$ cat src/csdm_pkg.sv
// package: constants, types and float helpers for the sparse-dense multiply
package csdm_pkg;

    localparam int InnerDim = 1024;
    localparam int OutCols = 32;
    localparam int RowW = 10;
    localparam int ColW = 5;
    localparam int AddrW = RowW + ColW;
    localparam logic [31:0] CanonNan = 32'h7FC00000;

    typedef enum logic [1:0] {
        OP_LOAD   = 2'd0,
        OP_ACC    = 2'd1,
        OP_FINISH = 2'd2,
        OP_NONE   = 2'd3
    } op_t;

    typedef enum logic [2:0] {
        ST_IDLE,
        ST_ACC,
        ST_EMIT,
        ST_CLEAR
    } state_t;

    // float multiply, round to nearest even, ieee single with subnormals
    function automatic logic [31:0] fmul(input logic [31:0] a, input logic [31:0] b);
        logic sa;
        logic sb;
        logic sr;
        logic [7:0] ea;
        logic [7:0] eb;
        logic [22:0] fa;
        logic [22:0] fb;
        logic [23:0] ma;
        logic [23:0] mb;
        logic [47:0] p;
        logic signed [10:0] e;
        logic [5:0] lz;
        logic [47:0] n;
        logic [49:0] s;
        logic [24:0] m;
        logic g;
        logic st;
        logic [31:0] r;
        int i;
        sa = a[31]; sb = b[31]; sr = sa ^ sb;
        ea = a[30:23]; eb = b[30:23]; fa = a[22:0]; fb = b[22:0];
        r = '0;
        if ((ea == 8'hFF && fa != 0) || (eb == 8'hFF && fb != 0)) begin
            r = CanonNan;
        end else if (ea == 8'hFF || eb == 8'hFF) begin
            if ((ea == 0 && fa == 0) || (eb == 0 && fb == 0)) r = CanonNan;
            else r = {sr, 8'hFF, 23'd0};
        end else if ((ea == 0 && fa == 0) || (eb == 0 && fb == 0)) begin
            r = {sr, 31'd0};
        end else begin
            ma = {(ea != 0), fa};
            mb = {(eb != 0), fb};
            p = ma * mb;
            // value = p * 2^(e-127-47) with e = ea+eb-126 form below
            e = $signed({3'd0, (ea == 0) ? 8'd1 : ea}) +
                $signed({3'd0, (eb == 0) ? 8'd1 : eb}) - 11'sd126;
            lz = '0;
            for (i = 47; i >= 0; i--) begin
                if (p[i]) begin
                    lz = 6'(47 - i);
                    break;
                end
            end
            n = p << lz;
            e = e - $signed({5'd0, lz});
            // n[47] at exponent e; subnormal shift
            s = {n, 2'b00};
            if (e < 11'sd1) begin
                if (e < -11'sd48) s = {49'd0, 1'b1};
                else s = ({n, 2'b00} >> (11'sd1 - e)) |
                         {49'd0, |({n, 2'b00} & ~({50{1'b1}} << (11'sd1 - e)))};
                e = 11'sd0;
            end
            m = {1'b0, s[49:26]};
            g = s[25];
            st = |s[24:0];
            if (g && (st || m[0])) m = m + 25'd1;
            if (e == 0) begin
                if (m[23]) e = 11'sd1;
            end else if (m[24]) begin
                m = m >> 1;
                e = e + 11'sd1;
            end
            if (e >= 11'sd255) r = {sr, 8'hFF, 23'd0};
            else r = {sr, e[7:0], m[22:0]};
        end
        return r;
    endfunction

    // float add, round to nearest even
    function automatic logic [31:0] fadd(input logic [31:0] a, input logic [31:0] b);
        logic [7:0] ea;
        logic [7:0] eb;
        logic [22:0] fa;
        logic [22:0] fb;
        logic [31:0] x;
        logic [31:0] y;
        logic [7:0] ex;
        logic [7:0] ey;
        logic [8:0] d;
        logic [27:0] mx;
        logic [27:0] my;
        logic [27:0] sh;
        logic [28:0] sm;
        logic signed [10:0] e;
        logic [4:0] lz;
        logic [28:0] n;
        logic [24:0] m;
        logic g;
        logic st;
        logic sr;
        logic [31:0] r;
        int i;
        ea = a[30:23]; eb = b[30:23]; fa = a[22:0]; fb = b[22:0];
        r = '0;
        if ((ea == 8'hFF && fa != 0) || (eb == 8'hFF && fb != 0)) begin
            r = CanonNan;
        end else if (ea == 8'hFF && eb == 8'hFF) begin
            r = (a[31] != b[31]) ? CanonNan : a;
        end else if (ea == 8'hFF) begin
            r = a;
        end else if (eb == 8'hFF) begin
            r = b;
        end else begin
            if (a[30:0] >= b[30:0]) begin x = a; y = b; end
            else begin x = b; y = a; end
            ex = (x[30:23] == 0) ? 8'd1 : x[30:23];
            ey = (y[30:23] == 0) ? 8'd1 : y[30:23];
            // 1 hidden + 23 frac + 3 guard bits, one spare on top
            mx = {1'b0, (x[30:23] != 0), x[22:0], 3'd0};
            my = {1'b0, (y[30:23] != 0), y[22:0], 3'd0};
            d = {1'b0, ex} - {1'b0, ey};
            if (d > 9'd27) sh = {27'd0, |my};
            else sh = (my >> d) | {27'd0, |(my & ~({28{1'b1}} << d))};
            if (x[31] == y[31]) sm = {1'b0, mx} + {1'b0, sh};
            else sm = {1'b0, mx} - {1'b0, sh};
            sr = x[31];
            if (sm == 0) begin
                r = {a[31] & b[31], 31'd0};
            end else begin
                e = $signed({3'd0, ex}) + 11'sd1;
                // sm bit 27 at exponent e
                lz = '0;
                for (i = 28; i >= 0; i--) begin
                    if (sm[i]) begin
                        lz = 5'(28 - i);
                        break;
                    end
                end
                n = sm;
                if (lz == 0) begin
                    n = (sm >> 1) | {28'd0, sm[0]};
                    e = e + 11'sd1;
                end else if ($signed({6'd0, lz}) - 11'sd1 < e) begin
                    n = sm << (lz - 5'd1);
                    e = e - $signed({6'd0, lz}) + 11'sd1;
                end else begin
                    n = sm << (e[4:0] - 5'd1);
                    e = 11'sd0;
                end
                // n[27] is hidden bit at exponent e (0 means subnormal)
                m = {1'b0, n[27:4]};
                g = n[3];
                st = |n[2:0];
                if (g && (st || m[0])) m = m + 25'd1;
                if (e == 0) begin
                    if (m[23]) e = 11'sd1;
                end else if (m[24]) begin
                    m = m >> 1;
                    e = e + 11'sd1;
                end
                if (e >= 11'sd255) r = {sr, 8'hFF, 23'd0};
                else r = {sr, e[7:0], m[22:0]};
            end
        end
        return r;
    endfunction

endpackage

$ cat src/csdm_mac.sv
// shared multiply then add, one register between them
module csdm_mac (
    input  logic        clk,
    input  logic [31:0] a,
    input  logic [31:0] b,
    input  logic [31:0] acc,
    output logic [31:0] sum
);
    logic [31:0] prod_reg;

    always_ff @(posedge clk)
    begin
        prod_reg <= csdm_pkg::fmul(a, b);
    end

    assign sum = csdm_pkg::fadd(acc, prod_reg);
endmodule
$ cat config.mk
export PLATFORM = sky130hd
export DESIGN_NAME = csdm_mac
export DESIGN_NICKNAME = d
export VERILOG_FILES = /design/src/csdm_pkg.sv /design/src/csdm_mac.sv
export SDC_FILE = /design/constraint.sdc
export NUM_CORES = 2
export LEC_CHECK = 0
export BUFFER_PORTS_ARGS = -buffer_cell sky130_fd_sc_hd__buf_2
export CAP_MARGIN = 20
export CORE_AREA = 2 2 308 310
export CTS_CLUSTER_DIAMETER = 30
export DETAILED_ROUTE_END_ITERATION = 7
export DIE_AREA = 0 0 310 312
export PLACE_DENSITY = 0.64
export SLEW_MARGIN = 20
export SYNTH_ARGS = -nofsm -noshare
export SYNTH_HDL_FRONTEND = slang
export SYNTH_SLANG_ARGS = --single-unit
$ cat constraint.sdc
create_clock -name clk -period 34.7 [get_ports clk]
set_input_delay 5.205 -clock clk [delete_from_list [all_inputs] [get_ports clk]]
set_output_delay 5.205 -clock clk [all_outputs]
set_load 0.005 [all_outputs]
Word level (Yosys, flattened, before mapping)
Index checks and enable logic that the tools add are counted.

cells by class
  $add $sub $neg = 18
  $mul = 1
  magnitude comparators = 7
  equality and inequality tests = 6
  shift-type cells = 7
  multiplexer cells = 2709
  bitwise operators = 9
  reductions and logical operators = 38

operators by type and width
  kind                                                 number
  two-way mux 6 bit                                    442
  two-way mux 5 bit                                    364
  two-way mux 1 bit                                    1817
  two-way mux 32 bit                                   18
  two-way mux 28 bit                                   12
  two-way mux 11 bit                                   25
  two-way mux 25 bit                                   10
  two-way mux 50 bit                                   5
  two-way mux 29 bit                                   5
  two-way mux 31 bit                                   3
  two-way mux 23 bit                                   4
  nonzero test 23 bit                                  4
  logical NOT 32 bit                                   2
  left shift 29 x 5 -> 28 bit                          2
  bitwise OR 28 x 1 -> 28 bit                          2
  adder 24 x 1 -> 25 bit (second input constant)       2
  bitwise AND 50 bit                                   1
  inverter 50 bit                                      1
  bitwise OR 50 x 1 -> 50 bit                          1
  OR reduction 50 bit                                  1
  left shift 50 x 11 -> 50 bit (first input constant)  1
  right shift 50 x 11 -> 50 bit                        1
  multiplier 24 x 24 -> 48 bit                         1
  left shift 48 x 6 -> 48 bit                          1
  41 further kinds                                     70

storage, ports and cells
  register bits = 32

Depth between registers and ports, before layout
  depth in word-level cells = 1303
  depth in mapped cells = 92

Worst setup path after synthesis
Ideal clock, no wire load.

  path kind = input -> output
  start point = input acc[14]
  end point = output sum[11]
  data arrival time = 21.547 ns
  slack = 7.948 ns
  stages = 83
  buffers on the path = 12
  path through = ha_1 > nand4_1 > nor3_1 > o221ai_2 > a31o_2 > nand2_1 > buf_2 > buf_1 > clkbuf_1 > nor2_1 > a21oi_1 > nand4_1 > or4_1 > nand2_1 > inv_1 > ha_1 > fa_1 > nand2b_1 > (+47 left out) > and2_1 > a31oi_1 > xor2_1 > o221ai_1 > nand3_1 > nor2_1 > buf_2 > nand2_1 > nand2_1 > ha_1 > nand4_1 > or2_2 > nand2b_1 > a2111oi_0 > a2bb2oi_1 > a211oi_2 > buf_4 > nor4_1

RTL lines
  element          RTL line       RTL
  start, declared  csdm_mac.sv:6  input logic [31:0] acc,
  end, declared    csdm_mac.sv:7  output logic [31:0] sum

==> qor.csv <==
stage,metric,value,unit
setup_path,worstSetupPathType,in -> out,
clock_network,cts_tree,built,
synthesis,netlist_area,46240,um2
synthesis,synthCells,6443,
clock_network,post_cts.repair.setup_buffers,0,
synthesis,yosys.area.top_type,fa_1,
synthesis,synth_edf_count,0,
synthesis,ys_warn_count,0,
global_route,grt_max_degree,76,
clock_network,hold_buffers,0,
sta,fmax,0.03161,GHz
drt,drt_first_pass_iters,7,
setup_path,cp-end-kind,output pin,
drt,wl_per_cell,27.72,um
setup_path,cp.arrival,26430,ps
drt,drtIter0Drc,7985,
floorplan,io_pins,129,
drt,wirelength,209.2,mm
setup_path,crit_path_start_kind,input port,
clock_network,clockRootBuffer,clkbuf_16,
setup_path,critical_path.top_delay_family,simple AND/OR/NAND/NOR gates,
sta,slew_headroom,20.32,%
sta,setup-violations-final,0,
clock_network,cts_resized,0,
drt,ant_nets,0,
synthesis,seq_area_frac_synth,1.385,%
sta,fin_crit_sh,91.17,%
floorplan,initial_core_util,49.69,%
synthesis,synthDistinctLibCells,122,
hold_path,hold_path_class,in -> reg,
clock_network,numCtsBuffers,5,
floorplan,core,93050,um2
synthesis,synthFlopType,dfxtp_1,
cells_and_area,mostFrequentLayoutCell,nand2_1,
floorplan,die_h,312,um
run_status,outcome,"complete, no violations",
setup_path,crit_slowest_cell,a211oi_2,
drt,vias,52208,
setup_path,critical_path.most_common_cell,nand2_1,
clock_network,htreeDepth,2,
synthesis,synth_seq_cells,32,
clock_network,cts.sinks,32,
cells_and_area,drive_above_1_share,7.492,%
global_route,grt.total_usage,41.91,%
drt,drcViolationCount,0,
synthesis,yosys.area.top_type_share,21.09,%
placement,io_buffers,128,
global_route,grt_pass1_vias,49401,
setup_path,required,29490,ps
global_route,grt_antenna_before_repair,8,
synthesis,synth-async-reset-ratio,0,%
clock_network,cts.clk_slew.worst_paths,60,ps
setup_path,critPathMaxStageDelay,670,ps
setup_path,worst-path-max-fanout,75,
sta,worst_slack,3063,ps
floorplan,die_width,310,um
sta,fin_setup_tns,0,ps
cells_and_area,n_fill_cell,9483,
run,drv_cap,0,
global_route,globalRouteOverflowTotal,0,
drt,viasPerCell,6.918,
sta,final.min_clock_period,31640,ps
cells_and_area,syn_to_final_growth,3.688,%
cells_and_area,fin_nets,7178,
synthesis,syn_avg_cell_area,7.176,um2
floorplan,dieArea,96720,um2
sta,slew_viol_final,0,
setup_path,crit_buf_inv,12,
placement,dp_hpwl,163.0,mm
sta,worstMarginPinSlew,1184,ps
synthesis,yosys-top-cells-area,"fa_1, ha_1, nand2_1",
global_route,grt_pass1_wl,312.6,mm
placement,gp_congestion,1.076,
clock_network,clock_path_buffers,2,
synthesis,synth_nets,7335,
cells_and_area,mostFrequentLayoutCells,"nand2_1, inv_1, fa_1",
sta,hold_viol_final,0,
sta,rsz0062_at_grt,false,
cells_and_area,largest_register_ff_count,32,
floorplan,core.rowCount,112,
placement,dp_slack,3658,ps
## Yosys cell counts, drive strengths merged (21+ instances only)
| library cell | n |
|---|---|
| o221ai | 21 |
| nand3 | 175 |
| o21bai | 33 |
| o211ai | 108 |
| a32oi | 22 |
| o2111ai | 31 |
| a221oi | 39 |
| o22ai | 39 |
| nor4 | 94 |
| or3 | 52 |
| or2 | 39 |
| clkbuf | 300 |
| a31oi | 75 |
| o31ai | 24 |
| xnor2 | 111 |
| nor2b | 26 |
| nand4 | 78 |
| a21o | 102 |
| o21a | 26 |
| a221o | 26 |
| fa | 487 |
| nor3 | 162 |
| inv | 703 |
| a211o | 33 |
| xor2 | 46 |
| buf | 106 |
| a2111oi | 39 |
| a211oi | 116 |
| mux2 | 34 |
| dfxtp | 32 |
| and3 | 55 |
| mux2i | 145 |
| ha | 308 |
| a21oi | 421 |
| nand2 | 851 |
| nor2 | 418 |
| and2 | 268 |
| o21ai | 321 |
| nand2b | 53 |
| or4 | 25 |
| a22oi | 46 |
## layout make-up
cell class	count	area, um2	area share [%]
Timing Repair Buffer	242	1498	3.124
Antenna cell	6	15.01	0.03132
Clock inverter	3	18.77	0.03915
Clock buffer	5	125.1	0.2610
Inverter	708	2659	5.546
Multi-Input combinational cell	5297	41420	86.39
Tap cell	1254	1569	3.273
Sequential cell	32	640.6	1.336
## worst min-delay path: cells and delay by family
| kind | cells | cell delay (ps) |
|---|---|---|
| simple gates | 1 | 150 |
| buf+inv | 1 | 80 |
| xor+xnor | 1 | 50 |
## metal layers
metal / global-route usage (%) / up-vias / share of wire (%)
li1: - / 22531 / -
met1: 58.48 / 25247 / 41
met2: 60.81 / 3746 / 42
met3: 10.96 / 682 / 13
met4: 17.82 / 2 / 5.0
met5: 0 / - / 0.0072
## worst paths after layout
check / startpoint / end / slack, ps / cells after the start
max: acc[24] / sum[2] / 3060 / 74
min: a[31] / prod_reg[31] / 5240 / 3
## stage by stage
step | utilization [%] | hold slack [ps] | area (um2) | instances
2_1_floorplan | - | 5432 | 46240 | 6443
3_3_place_gp | 51.31 | 5532 | 47740 | 7531
3_5_place_dp | 51.31 | 5538 | 47740 | 7531
4_1_cts | 51.46 | 5234 | 47890 | 7539
5_1_grt | 51.52 | 5253 | 47940 | 7545
6_report | 51.52 | 5243 | 47940 | 7547
## cell families (layout without fill, tap and decap cells)
family,count (synthesis),count (layout),share of synthesized area [%]
mux,199,199,4.941
other cells,0,6,0
simple gates,2380,2380,25.34
xor+xnor,157,157,2.990
compound gates,1766,1766,26.55
fa+ha+maj,795,795,29.42
buf+inv,1114,958,9.379
flops,32,32,1.385
Power is left out: the tool's default activity adds up to more than one toggle a clock period on the data nets, which glitch-free logic cannot reach.
